===== src/rtl/core/cop_pkg.sv =====
// Shared types and constants for the collider overlap test.
`default_nettype none
package cop_pkg;

   // Collider kinds, as carried in the kind flag of a transaction.
   localparam logic KIND_RECT   = 1'b0;
   localparam logic KIND_CIRCLE = 1'b1;

   // Configuration register indexes.
   localparam int unsigned CSR_INDEX_BITS = 3;
   localparam logic [CSR_INDEX_BITS-1:0] CSR_SELF_TYPE   = 3'd0;
   localparam logic [CSR_INDEX_BITS-1:0] CSR_SELF_X      = 3'd1;
   localparam logic [CSR_INDEX_BITS-1:0] CSR_SELF_Y      = 3'd2;
   localparam logic [CSR_INDEX_BITS-1:0] CSR_SELF_WIDTH  = 3'd3;
   localparam logic [CSR_INDEX_BITS-1:0] CSR_SELF_HEIGHT = 3'd4;
   localparam logic [CSR_INDEX_BITS-1:0] CSR_SELF_RADIUS = 3'd5;

   // Result channel data width: one flag padded to a byte.
   localparam int unsigned RSP_DATA_BITS = 8;

   // Which pair test applies to a collider.
   typedef enum logic [1:0] {
      MODE_RECT_RECT,
      MODE_CIRC_CIRC,
      MODE_CIRC_RECT
   } pair_mode_type;

   // Control that travels with a collider down the pipeline.
   typedef struct packed {
      logic          last;
      logic          skip;
      pair_mode_type mode;
      logic          rect_hit;
   } ctl_type;

endpackage
`default_nettype wire


===== src/rtl/core/cop_gap.sv =====
// Gap stage: per-axis gaps, reach and the rectangle overlap flag, registered.
`default_nettype none
module cop_gap #(
   parameter int unsigned COORD_BITS = 16
) (
   input  wire logic                         clock,
   input  wire logic                         reset,
   input  wire logic                         en,
   input  wire logic                         valid_in,
   input  wire logic                         last_in,
   input  wire logic                         skip_in,
   input  wire logic                         self_kind,
   input  wire logic signed [COORD_BITS-1:0] self_x,
   input  wire logic signed [COORD_BITS-1:0] self_y,
   input  wire logic        [COORD_BITS-2:0] self_width,
   input  wire logic        [COORD_BITS-2:0] self_height,
   input  wire logic        [COORD_BITS-2:0] self_radius,
   input  wire logic                         other_kind,
   input  wire logic signed [COORD_BITS-1:0] other_x,
   input  wire logic signed [COORD_BITS-1:0] other_y,
   input  wire logic        [COORD_BITS-2:0] other_width,
   input  wire logic        [COORD_BITS-2:0] other_height,
   input  wire logic        [COORD_BITS-2:0] other_radius,
   output logic                              valid_out,
   output cop_pkg::ctl_type                  ctl_out,
   output logic             [COORD_BITS+1:0] gap_x_out,
   output logic             [COORD_BITS+1:0] gap_y_out,
   output logic             [COORD_BITS-1:0] reach_out
);

   localparam int unsigned W = COORD_BITS;

   // Offset beyond the clamped extent, in doubled units.
   function automatic logic [W+1:0] clamp_gap(input logic signed [W+2:0] d2,
                                              input logic signed [W+2:0] ext);
      logic signed [W+2:0] t;
      begin
         if (d2 > ext) begin
            t = d2 - ext;
         end else if (d2 < -ext) begin
            t = -ext - d2;
         end else begin
            t = '0;
         end
         return t[W+1:0];
      end
   endfunction

   logic signed [W+2:0] sx_e, sy_e, ox_e, oy_e;
   logic signed [W+2:0] sw_e, sh_e, ow_e, oh_e;
   logic signed [W+2:0] cx, cy, rx, ry, rw, rh;
   logic        [W-2:0] cr;
   logic signed [W+2:0] dx, dy, d2x, d2y;
   logic signed [W+2:0] ax, ay, mx, my;
   logic        [W+1:0] cc_gap_x, cc_gap_y, cr_gap_x, cr_gap_y;
   logic        [W-1:0] rsum;
   logic                hit_x, hit_y;
   cop_pkg::pair_mode_type mode;

   logic                valid_ff, valid_in_d;
   cop_pkg::ctl_type    ctl_ff, ctl_in;
   logic        [W+1:0] gap_x_ff, gap_x_in, gap_y_ff, gap_y_in;
   logic        [W-1:0] reach_ff, reach_in;

   assign valid_in_d = valid_in;

   always_comb begin
      sx_e = {{3{self_x[W-1]}}, self_x};
      sy_e = {{3{self_y[W-1]}}, self_y};
      ox_e = {{3{other_x[W-1]}}, other_x};
      oy_e = {{3{other_y[W-1]}}, other_y};
      sw_e = {4'b0000, self_width};
      sh_e = {4'b0000, self_height};
      ow_e = {4'b0000, other_width};
      oh_e = {4'b0000, other_height};

      if (self_kind == other_kind) begin
         mode = (self_kind == cop_pkg::KIND_CIRCLE) ? cop_pkg::MODE_CIRC_CIRC
                                                    : cop_pkg::MODE_RECT_RECT;
      end else begin
         mode = cop_pkg::MODE_CIRC_RECT;
      end

      // Mixed pair: pick which collider is the circle.
      if (self_kind == cop_pkg::KIND_CIRCLE) begin
         cx = sx_e; cy = sy_e; cr = self_radius;
         rx = ox_e; ry = oy_e; rw = ow_e; rh = oh_e;
      end else begin
         cx = ox_e; cy = oy_e; cr = other_radius;
         rx = sx_e; ry = sy_e; rw = sw_e; rh = sh_e;
      end

      dx  = cx - rx;
      dy  = cy - ry;
      d2x = {dx[W+1:0], 1'b0};
      d2y = {dy[W+1:0], 1'b0};
      cr_gap_x = clamp_gap(d2x, rw);
      cr_gap_y = clamp_gap(d2y, rh);

      // Circle pair: doubled centre distance.
      ax = sx_e - ox_e;
      ay = sy_e - oy_e;
      mx = (ax < 0) ? -ax : ax;
      my = (ay < 0) ? -ay : ay;
      cc_gap_x = {mx[W:0], 1'b0};
      cc_gap_y = {my[W:0], 1'b0};
      rsum = {1'b0, self_radius} + {1'b0, other_radius};

      hit_x = (sx_e + sw_e >= ox_e) && (ox_e + ow_e >= sx_e);
      hit_y = (sy_e + sh_e >= oy_e) && (oy_e + oh_e >= sy_e);

      if (mode == cop_pkg::MODE_CIRC_CIRC) begin
         gap_x_in = cc_gap_x;
         gap_y_in = cc_gap_y;
         reach_in = rsum;
      end else begin
         gap_x_in = cr_gap_x;
         gap_y_in = cr_gap_y;
         reach_in = {cr, 1'b0};
      end

      ctl_in.last     = last_in;
      ctl_in.skip     = skip_in;
      ctl_in.mode     = mode;
      ctl_in.rect_hit = hit_x && hit_y;
   end

   always_ff @(posedge clock) begin
      if (reset) begin
         valid_ff <= 1'b0;
      end else if (en) begin
         valid_ff <= valid_in_d;
      end
   end

   always_ff @(posedge clock) begin
      if (en) begin
         ctl_ff   <= ctl_in;
         gap_x_ff <= gap_x_in;
         gap_y_ff <= gap_y_in;
         reach_ff <= reach_in;
      end
   end

   assign valid_out = valid_ff;
   assign ctl_out   = ctl_ff;
   assign gap_x_out = gap_x_ff;
   assign gap_y_out = gap_y_ff;
   assign reach_out = reach_ff;

endmodule
`default_nettype wire


===== config.mk =====
export PLATFORM = sky130hd
export DESIGN_NAME = cop_gap
export DESIGN_NICKNAME = d
export VERILOG_FILES = /design/src/rtl/core/cop_pkg.sv /design/src/rtl/core/cop_gap.sv
export SDC_FILE = /design/constraint.sdc
export NUM_CORES = 1
export LEC_CHECK = 0
export ABC_CLOCK_PERIOD_IN_PS = 8150
export BUFFER_PORTS_ARGS = -buffer_cell sky130_fd_sc_hd__buf_2
export CORE_AREA = 2 2 256 258
export CTS_CLUSTER_SIZE = 16
export DETAILED_ROUTE_END_ITERATION = 12
export DIE_AREA = 0 0 258 260
export GPL_ROUTABILITY_DRIVEN = 0
export PLACE_DENSITY = 0.46
export SYNTH_ARGS = -nofsm -noshare
export SYNTH_HDL_FRONTEND = slang
export SYNTH_SLANG_ARGS = --single-unit

===== constraint.sdc =====
create_clock -name clock -period 8.15 [get_ports clock]
set_clock_uncertainty 0.15 [all_clocks]
set_input_delay 0.4075 -clock clock [delete_from_list [all_inputs] [get_ports clock]]
set_output_delay 0.4075 -clock clock [all_outputs]
set_load 0.05 [all_outputs]

==> results of run 1 <==
critical path, stage by stage:
cell,delay [ns]
sky130_fd_sc_hd__buf_6,0.35
sky130_fd_sc_hd__inv_2,0.35
sky130_fd_sc_hd__a221o_1,0.35
sky130_fd_sc_hd__a32oi_2,0.22
sky130_fd_sc_hd__o31ai_2,0.14
sky130_fd_sc_hd__a211oi_2,0.38
sky130_fd_sc_hd__o31ai_1,0.17
sky130_fd_sc_hd__a31oi_1,0.43
sky130_fd_sc_hd__xnor2_1,0.12
sky130_fd_sc_hd__ha_1,0.40
sky130_fd_sc_hd__nand4_1,0.12
sky130_fd_sc_hd__mux2i_1,0.29
sky130_fd_sc_hd__nor3b_1,0.46
sky130_fd_sc_hd__o211ai_1,0.14
sky130_fd_sc_hd__a32o_2,0.48
sky130_fd_sc_hd__or4_1,0.58
sky130_fd_sc_hd__a31oi_1,0.23
state kept, by name (all words and copies together) (netlist names):
| register | flops |
|---|---|
| reach_out | 16 |
| valid_out | 1 |
| gap_y_out | 18 |
| ctl_out | 5 |
| gap_x_out | 18 |
power by group through the flow:
stage / sequential (mW) / clock (mW) / combinational, mW
floorplan: 0.685 / 0 / 1.43
CTS: 0.450 / 0.464 / 2.26
global route: 0.455 / 0.476 / 2.49
detailed placement: 0.455 / 0 / 2.25
finish: 0.448 / 0.448 / 2.26
global placement: 0.456 / 0 / 2.23
layout by cell type (no fill, tap or decap), drive strengths merged, types with 47 or more instances in the layout:
master and instances:
a21oi 126, buf 226, edfxtp 57, ha 271, inv 240, mux2i 48, nand2 136, nand3 47
nor2 157, nor2b 47, nor3 57, o21ai 138, xnor2 145, xor2 56
layout make-up:
class | instances | share of cell area, %
Timing Repair Buffer | 226 | 6.35
Clock buffer | 12 | 1.41
Sequential cell | 58 | 9.49
Antenna cell | 3 | 0.0412
Multi-Input combinational cell | 1759 | 71.5
Tap cell | 855 | 5.87
Inverter | 240 | 4.94
Clock inverter | 4 | 0.405
worst max-delay path by stage:
| stage | startpoint | endpoint | slack (ns) | cells past startpoint |
|---|---|---|---|---|
| global placement | self_kind | gap_x_out[5]$_DFFE_PP_ | 2.16 | 17 |
| global route | self_kind | gap_x_out[5]$_DFFE_PP_ | 2.16 | 17 |
| finish | self_kind | gap_x_out[5]$_DFFE_PP_ | 2.50 | 17 |
| detailed placement | self_kind | gap_x_out[17]$_DFFE_PP_ | 2.12 | 18 |
| CTS | self_kind | gap_x_out[5]$_DFFE_PP_ | 2.50 | 17 |
| floorplan | self_kind | gap_y_out[16]$_DFFE_PP_ | 1.32 | 30 |
per-layer routing:
layer | vias to the layer above | share of wire, %
met2 | 375 | 48
met4 | 0 | 2.5
li1 | 7988 | -
met5 | - | 0
met1 | 7517 | 45
met3 | 80 | 3.7
stage by stage:
step / instances / setup WS (ns) / util (%)
CTS: 3154 / 2.50 / 28.4
floorplan: 2119 / 1.32 / -
finish: 3157 / 2.50 / 28.4
global route: 3157 / 2.16 / 28.4
global placement: 3138 / 2.16 / 27.9
detailed placement: 3138 / 2.12 / 27.9
synthesized netlist by cell type (45+ instances only):
master / n / area share, %
sky130_fd_sc_hd__o21ai_0: 138 / 4.3
sky130_fd_sc_hd__xnor2_1: 144 / 7.9
sky130_fd_sc_hd__inv_1: 238 / 5.6
sky130_fd_sc_hd__mux2i_1: 48 / 3.0
sky130_fd_sc_hd__nand2_1: 136 / 3.2
sky130_fd_sc_hd__nand3_1: 45 / 1.4
sky130_fd_sc_hd__xor2_1: 56 / 3.1
sky130_fd_sc_hd__nor3_1: 56 / 1.8
sky130_fd_sc_hd__nor2_1: 157 / 3.7
sky130_fd_sc_hd__nor2b_1: 47 / 1.8
sky130_fd_sc_hd__ha_1: 271 / 21
sky130_fd_sc_hd__edfxtp_1: 57 / 11
sky130_fd_sc_hd__a21oi_1: 126 / 4.0
cell families after synthesis:
kind of cell,count (synthesis)
flip-flops,58
adder cells (fa/ha/maj),287
XOR/XNOR,201
AO/OA/AOI/OAI,597
AND/OR/NAND/NOR,621
multiplexers,53
buffers and inverters,302
==> run metrics, run 1 <==
cell area after layout ~18000 sq um; clock tree buffer depth 2; Worst Setup End Kind register; count of clock tree sinks between 50 and 60; Internal 1.56 mW; Worst-Margin Slew about 0.93 ns; effective utilization at floorplan 24.9%; met1 demand-to-capacity share in global routing 20.7%; dominant combinational cell family by area after synthesis compound AO/OA/AOI/OAI gates; average cell area after synthesis ~7.5 sq um; all-layer global routing usage 16.3%; fill cell count 6932; number of design rule violations left after detail routing 0; floorplan die area 67100 sq um; Max H-tree Level 3; drt wl/cell between 15 and 20 um; TNS Setup 0 ns; Setup violations, final 0; Overflow after GRT 0; class of the worst hold path primary input to register; number of port buffers 219; Detailed Route Iter0 Violations just over 900; area taken by multi-input logic gates between 10000 and 15000 sq um; startpoint type of the worst setup path primary input; async set-or-reset flop fraction in the synthesized netlist 0%; count of standard-cell rows between 90 and 100; CTS Hold Bufs 0; met2 track demand over resource in global routing 29.2%; worst hold margin 0.0593 ns; # nets final 2738; arithmetic-cell share of the synthesized area counting full adders, half adders and majority gates 23.0%; synthesis-to-layout area growth 14.4%; Endpoint, Worst Hold valid_out$_SDFFE_PP0P_; final number of max-transition violations 0; post-synthesis mux area share under 10%; Power Total between 3 and 4 mW; total number of yosys warnings 0; critical register-to-register path startpoint valid_out$_SDFFE_PP0P_; layout cells sized above 1 12.5%; Hold Crit Depth 2; nets in the synthesized netlist 2563; first-pass GRT wire length 86.0 mm; area occupied by registers 1730 sq um; count of buffers added by post-CTS timing repair for setup 0; Fmax achieved 177 MHz; number of antenna violations at the first check in global routing 4; count of vias placed by the detailed router 16.0k; clock latency on the worst-skew pair about 0.35 ns; total length of routed wires 56.3 mm; clock-pin slew on the worst setup and hold paths 0.06 ns; Die Width 258 um; count of pins on the block boundary 220; cells on worst reg2reg path 2; unrepaired setup endpoints after global routing no; met3 track demand over resource 1.43%; area of the mapped netlist between 15000 and 20000 sq um; Post-Synth XOR/XNOR Area between 10 and 15%; CTS tree done; leakage power total 8.35 nW; Antenna Nets Post-Route 0; combinational group share of total power 71.6%; clock network fraction of design power between 10% and 20%; synthesized instance count 2119; Synth Area in Compound Gates between 20 and 25%; total of flip-flops plus latches after synthesis just under 60; vias in the first global route 15.7k; ratio of routed vias to standard cells between 5 and 6; peak ir drop on the vdd network 102 uV; WP data arrival 5.68 ns; count of distinct cell types in the synthesized netlist 86; power per standard cell area 173 nW/um^2; top fanout value on the critical path 43; half-perimeter wire length after placement a little under 50 mm; time the final worst path needs with I/O delays and setup 5.65 ns; Critical Path RT 8.18 ns; Reg-to-Reg End valid_out$_SDFFE_PP0P_; switching power share of the total approximately half; net load switching power 1.60 mW; core box area approximately 64000 sq um; worst slew slack as a fraction of its limit 36.3%; number of enable-type register cells in the synthesized netlist 57; Setup CP Type primary input to register; final cycle utilization of the critical path 69.3%; hold path startpoint reset; drt pass-1 iters 5; share of total power in sequential cells 14.2%; post-cts repair resize count 0; R2R Setup Slk roughly 7.4 ns; Cell Area, Placed 17900 sq um; root cell of the clock tree sky130_fd_sc_hd__clkbuf_16; layer carrying the most global-route usage met2; number of violations of the max-capacitance limit 0; post-synthesis simple-gate area fraction 19.6%; total clock buffers created by CTS 9; Main synth FF type sky130_fd_sc_hd__edfxtp_1; status completed; pin count of the biggest net entering global routing slightly below 60; final hold viol count 0; Die H 260 um; sequential-to-total area share from yosys stat a little over a tenth
Power figures use the tool's default switching activity.
==> run 2: changes to the inputs <==
Settings changed: ABC_CLOCK_PERIOD_IN_PS 8150 to 5100, PLACE_DENSITY 0.46 to 0.47.
Clock period 8.15 ns to 5.1 ns, I/O delays scaled along.
==> run metrics, run 2 (same netlist as run 1, synthesis figures left out) <==
Cell Area, Placed 19400 sq um (+8.6%); Worst-Margin Slew 0.837 ns (-0.0927 ns); final number of max-transition violations 0 (unchanged); number of design rule violations left after detail routing 0 (unchanged); power per standard cell area 272 nW/um^2 (+57%); cell area after layout 19800 sq um (+8.6%); synthesis-to-layout area growth 24.2%; DP Worst Slack -0.107 ns (-2.22 ns); CTS tree done; clock tree buffer depth 2 (unchanged); Overflow after GRT 0 (unchanged); fill cell count 6944 (+0.17%); launch point of the worst path self_kind; vias in the first global route 16.6k (+5.7%); layout cells sized above 1 19.8% (+7.4 points); met3 track demand over resource 1.41% (-0.019 points); pin count of the biggest net entering global routing 59 (unchanged); drt pass-1 iters 6 (+1); number of port buffers 219 (unchanged); peak ir drop on the vdd network 178 uV (+75%); half-perimeter wire length after placement 50.0 mm (+3.6%); count of clock tree sinks 58 (unchanged); WP data arrival 4.87 ns (-0.81 ns); Die Width 258 um (unchanged); clock latency on the worst-skew pair 0.35 ns (about the same); top fanout value on the critical path 21 (-51%); smallest setup slack after layout 0.172 ns (-2.33 ns); Critical Path RT 5.04 ns (-3.14 ns); Setup CP Type primary input to register; Detailed Route Iter0 Violations 907 (-3.0%); Antenna Nets Post-Route 0 (unchanged); clock-pin slew on the worst setup and hold paths 0.06 ns (about the same); count of standard-cell rows 93 (unchanged); met2 track demand over resource in global routing 30.4% (+1.3 points); total length of routed wires 57.6 mm (+2.3%); Final Core Density 30.9% (+2.4 points); final cycle utilization of the critical path 96.6%; leading cell types in the layout, fill and taps excluded sky130_fd_sc_hd__ha_1 (267), sky130_fd_sc_hd__inv_1 (238), sky130_fd_sc_hd__buf_2 (218); class of the worst hold path primary input to register; leakage power total 9.29 nW (+11%); drt wl/cell 17.2 um (-3.4%); core box area 64100 sq um (unchanged); startpoint type of the worst setup path primary input; worst slew slack as a fraction of its limit 44.2% (+8.0 points); critical register-to-register path startpoint valid_out$_SDFFE_PP0P_; Worst Setup End Kind register; # nets final 2929 (+7.0%); worst hold margin 0.0625 ns (+0.00314 ns); met1 demand-to-capacity share in global routing 21.3% (+0.60 points); Fmax achieved between 200 and 250 MHz; floorplan die area 67100 sq um (unchanged); first-pass GRT wire length 89.3 mm (+3.9%); effective utilization at floorplan 24.9% (unchanged); count of pins on the block boundary 220 (unchanged); number of antenna violations at the first check in global routing 1 (-3); most common library cell in the layout ignoring fill and taps sky130_fd_sc_hd__ha_1; unrepaired setup endpoints after global routing no; time the final worst path needs with I/O delays and setup 4.93 ns; layer carrying the most global-route usage met2; count of vias placed by the detailed router 16.5k (+3.3%); Max H-tree Level 3 (unchanged); root cell of the clock tree sky130_fd_sc_hd__clkbuf_16; ratio of routed vias to standard cells 4.93 (-2.5%); Setup violations, final 0 (unchanged); all-layer global routing usage 16.8% (+0.46 points); number of violations of the max-capacitance limit 0 (unchanged); total clock buffers created by CTS 9 (unchanged); Die H 260 um (unchanged); count of buffers added by post-CTS timing repair for setup 0 (unchanged); final hold viol count 0 (unchanged); hold path startpoint other_kind; status completed
[run 2: report_power, final]
part	internal, mW	switching [mW]	leakage, nW
Clock	0.379	0.265	0.135
Combinational	1.68	2.34	8.59
Sequential	0.678	0.0381	0.563
[run 2: worst paths after layout]
check | end | slack [ns] | cells past startpoint
setup / recovery | gap_y_out[13]$_DFFE_PP_ | 0.17 | 22
hold / removal | ctl_out[2]$_DFFE_PP_ | 0.06 | 2
setup reg to reg | valid_out$_SDFFE_PP0P_ | 3.78 | 3
hold reg to reg | valid_out$_SDFFE_PP0P_ | 0.95 | 3
[run 2: repair_timing]
item / CTS / global route
resized for setup: 0 / 14
hold endpoints to repair: 3 / 0
hold buffers: 4 / 0
endpoints found under the setup margin: 0 / 14
[run 2: through the flow]
stage	total power, mW	instances	setup TNS, ns
after global routing	5.84	3346	0
after floorplan	3.43	2119	-0.00726
after detailed placement	4.73	3325	-1.76
final	5.38	3346	0
after CTS	5.41	3345	0
after global placement	4.69	3325	-0.869
[run 2: routing by layer]
layer  part of all wire [%]  vias up
met4                    2.0        0
met1                     45     7709
met2                     49      343
li1                       -     8384
met3                    3.6       57
met5                      0        -
[run 2: area by class of cell]
class                           instances  area, sq um  area share [%]
Clock buffer                           10          229            1.16
Antenna cell                            1         2.50          0.0126
Tap cell                              855         1070            5.40
Clock inverter                          6         66.3           0.335
Inverter                              240          901            4.55
Multi-Input combinational cell       1759        13200            66.4
Timing Repair Buffer                  417         2650            13.4
Sequential cell                        58         1730            8.75
[run 2: critical path, cell delays in order]
cell	delay, ns
sky130_fd_sc_hd__buf_4	0.15
sky130_fd_sc_hd__buf_4	0.16
sky130_fd_sc_hd__buf_12	0.15
sky130_fd_sc_hd__nand2_1	0.06
sky130_fd_sc_hd__o21ai_0	0.08
sky130_fd_sc_hd__ha_1	0.33
sky130_fd_sc_hd__nand4_1	0.12
sky130_fd_sc_hd__a31oi_1	0.40
sky130_fd_sc_hd__nor2_1	0.17
sky130_fd_sc_hd__nor2b_1	0.18
sky130_fd_sc_hd__xnor2_1	0.37
sky130_fd_sc_hd__ha_1	0.38
sky130_fd_sc_hd__a21oi_1	0.21
sky130_fd_sc_hd__o22ai_1	0.11
sky130_fd_sc_hd__nor4_1	0.33
sky130_fd_sc_hd__nor2_1	0.12
sky130_fd_sc_hd__a31oi_1	0.27
sky130_fd_sc_hd__o311a_1	0.42
sky130_fd_sc_hd__nor2_1	0.07
sky130_fd_sc_hd__buf_4	0.19
sky130_fd_sc_hd__a22oi_1	0.22
sky130_fd_sc_hd__o21ai_0	0.12
==> run 3: changes to the inputs <==
Settings changed: CORE_AREA 2 2 256 258 to 2 2 329 201, DIE_AREA 0 0 258 260 to 0 0 331 203.
==> run metrics, run 3 (same netlist as run 1, synthesis figures left out) <==
core box area 64000 sq um (-0.24%); Worst-Margin Slew 0.935 ns (+0.0985 ns); number of design rule violations left after detail routing 0 (unchanged); count of vias placed by the detailed router 16.7k (+1.2%); startpoint type of the worst setup path primary input; Die Width 331 um (+28%); leakage power total 8.96 nW (-3.6%); post-layout instance count excluding filler cells 3275 (-2.1%); peak ir drop on the vdd network 155 uV (-13%); Detailed Route Iter0 Violations 1578 (+74%); worst slew slack as a fraction of its limit 37.6% (-6.6 points); drt pass-1 iters 5 (-1); leading cell types in the layout, fill and taps excluded sky130_fd_sc_hd__ha_1 (267), sky130_fd_sc_hd__inv_1 (238), sky130_fd_sc_hd__buf_2 (218); synthesis-to-layout area growth 21.0%; floorplan die area 67200 sq um (+0.17%); first-pass GRT wire length 92.9 mm (+4.0%); Die H 203 um (-22%); Fmax achieved 205 MHz (+0.85%); most common library cell in the layout ignoring fill and taps sky130_fd_sc_hd__ha_1; Setup violations, final 0 (unchanged); final cycle utilization of the critical path 95.8% (-0.81 points); number of violations of the max-capacitance limit 0 (unchanged); status completed; number of port buffers 219 (unchanged); Max H-tree Level 3 (unchanged); total clock buffers created by CTS 9 (unchanged); all-layer global routing usage 18.1% (+1.3 points); Power Total 5.49 mW (+2.1%); root cell of the clock tree sky130_fd_sc_hd__clkbuf_16; power per standard cell area 285 nW/um^2 (+4.8%); count of buffers added by post-CTS timing repair for setup 0 (unchanged); CTS tree done; clock latency on the worst-skew pair 0.35 ns (about the same); class of the worst hold path primary input to register; effective utilization at floorplan 24.9% (+0.060 points); top fanout value on the critical path 8 (-62%); # nets final 2859 (-2.4%); count of clock tree sinks 58 (unchanged); count of standard-cell rows 72 (-23%); clock-pin slew on the worst setup and hold paths 0.05 ns (about the same); final hold viol count 0 (unchanged); WP data arrival 4.90 ns (+0.03 ns); fill cell count 6924 (-0.29%); Overflow after GRT 0 (unchanged); total length of routed wires 62.6 mm (+8.6%); Antenna Nets Post-Route 0 (unchanged); vias in the first global route 15.5k (-6.6%); Setup CP Type primary input to register; placed cell count 3251 (-2.2%); half-perimeter wire length after placement 54.2 mm (+8.3%); Worst Setup End Kind register; count of pins on the block boundary 220 (unchanged); number of antenna violations at the first check in global routing 10 (+9); Critical Path RT 5.12 ns (+0.08 ns); clock tree buffer depth 2 (unchanged); worst hold margin 0.0729 ns (+0.0105 ns); time the final worst path needs with I/O delays and setup 4.89 ns (-0.0415 ns); pin count of the biggest net entering global routing 59 (unchanged); layout cells sized above 1 17.5% (-2.3 points); unrepaired setup endpoints after global routing no; ratio of routed vias to standard cells 5.09 (+3.4%); final number of max-transition violations 0 (unchanged); drt wl/cell 19.1 um (+11%)
## run 3: final timing paths
path                     startpoint                       to  slack [ns]  depth (start not counted)
max                       self_kind  gap_y_out[12]$_DFFE_PP_        0.21                         18
min                      other_kind     ctl_out[2]$_DFFE_PP_        0.07                          2
max reg2reg  valid_out$_SDFFE_PP0P_   valid_out$_SDFFE_PP0P_        3.81                          3
min reg2reg  valid_out$_SDFFE_PP0P_   valid_out$_SDFFE_PP0P_        0.90                          3
## run 3: power by group
group / leakage [nW] / switching [mW] / internal, mW
sequential: 0.563 / 0.0433 / 0.679
clock: 0.150 / 0.261 / 0.425
combinational: 8.25 / 2.48 / 1.60
total: 8.96 / 2.79 / 2.71
## run 3: routing by layer
layer | GRT usage, % | part of all wire, % | up-vias
met1 | 30.7 | 56 | 7782
met5 | 0 | 0.082 | -
li1 | - | - | 8243
met4 | 3.01 | 1.3 | 8
met3 | 3.31 | 8.5 | 52
met2 | 22.5 | 34 | 601
## run 3: layout make-up
| class | count | area [sq um] | area share [%] |
|---|---|---|---|
| Antenna cell | 4 | 10.0 | 0.0519 |
| Multi-Input combinational cell | 1759 | 13200 | 68.3 |
| Sequential cell | 58 | 1730 | 8.98 |
| Timing Repair Buffer | 347 | 2090 | 10.8 |
| Clock inverter | 6 | 81.3 | 0.422 |
| Inverter | 240 | 901 | 4.67 |
| Tap cell | 851 | 1060 | 5.52 |
| Clock buffer | 10 | 229 | 1.19 |
## run 3: worst max-delay path: stages
cell and delay, ns:
sky130_fd_sc_hd__buf_4 0.18, sky130_fd_sc_hd__or3b_1 0.47, sky130_fd_sc_hd__o21a_1 0.15, sky130_fd_sc_hd__ha_1 0.19, sky130_fd_sc_hd__a221o_1 0.31, sky130_fd_sc_hd__a32o_1 0.31
sky130_fd_sc_hd__a21oi_2 0.25, sky130_fd_sc_hd__nor2b_1 0.23, sky130_fd_sc_hd__xnor2_1 0.18, sky130_fd_sc_hd__ha_1 0.39, sky130_fd_sc_hd__nand4_1 0.16, sky130_fd_sc_hd__nor3_1 0.25
sky130_fd_sc_hd__nor4_1 0.08, sky130_fd_sc_hd__nor2_1 0.16, sky130_fd_sc_hd__a31oi_1 0.15, sky130_fd_sc_hd__o311a_4 0.47, sky130_fd_sc_hd__or4_1 0.56, sky130_fd_sc_hd__o211ai_1 0.15
## run 3: timing repair
action | CTS | global route
gates resized for setup | 2 | 14
setup endpoints to repair | 2 | 12
hold endpoints to repair | 3 | 0
hold buffers | 4 | 0
## run 3: per-stage QoR
stage | instance area, sq um | util, % | TNS, ns | setup WS (ns)
2_1_floorplan | 16100 | - | -0.00726 | -0.00726
3_3_place_gp | 18900 | 29.5 | -2.68 | -0.595
3_5_place_dp | 18900 | 29.5 | -2.78 | -0.598
4_1_cts | 19200 | 30.1 | 0 | 0.0304
5_1_grt | 19300 | 30.2 | 0 | 0.00251
6_report | 19300 | 30.2 | 0 | 0.213
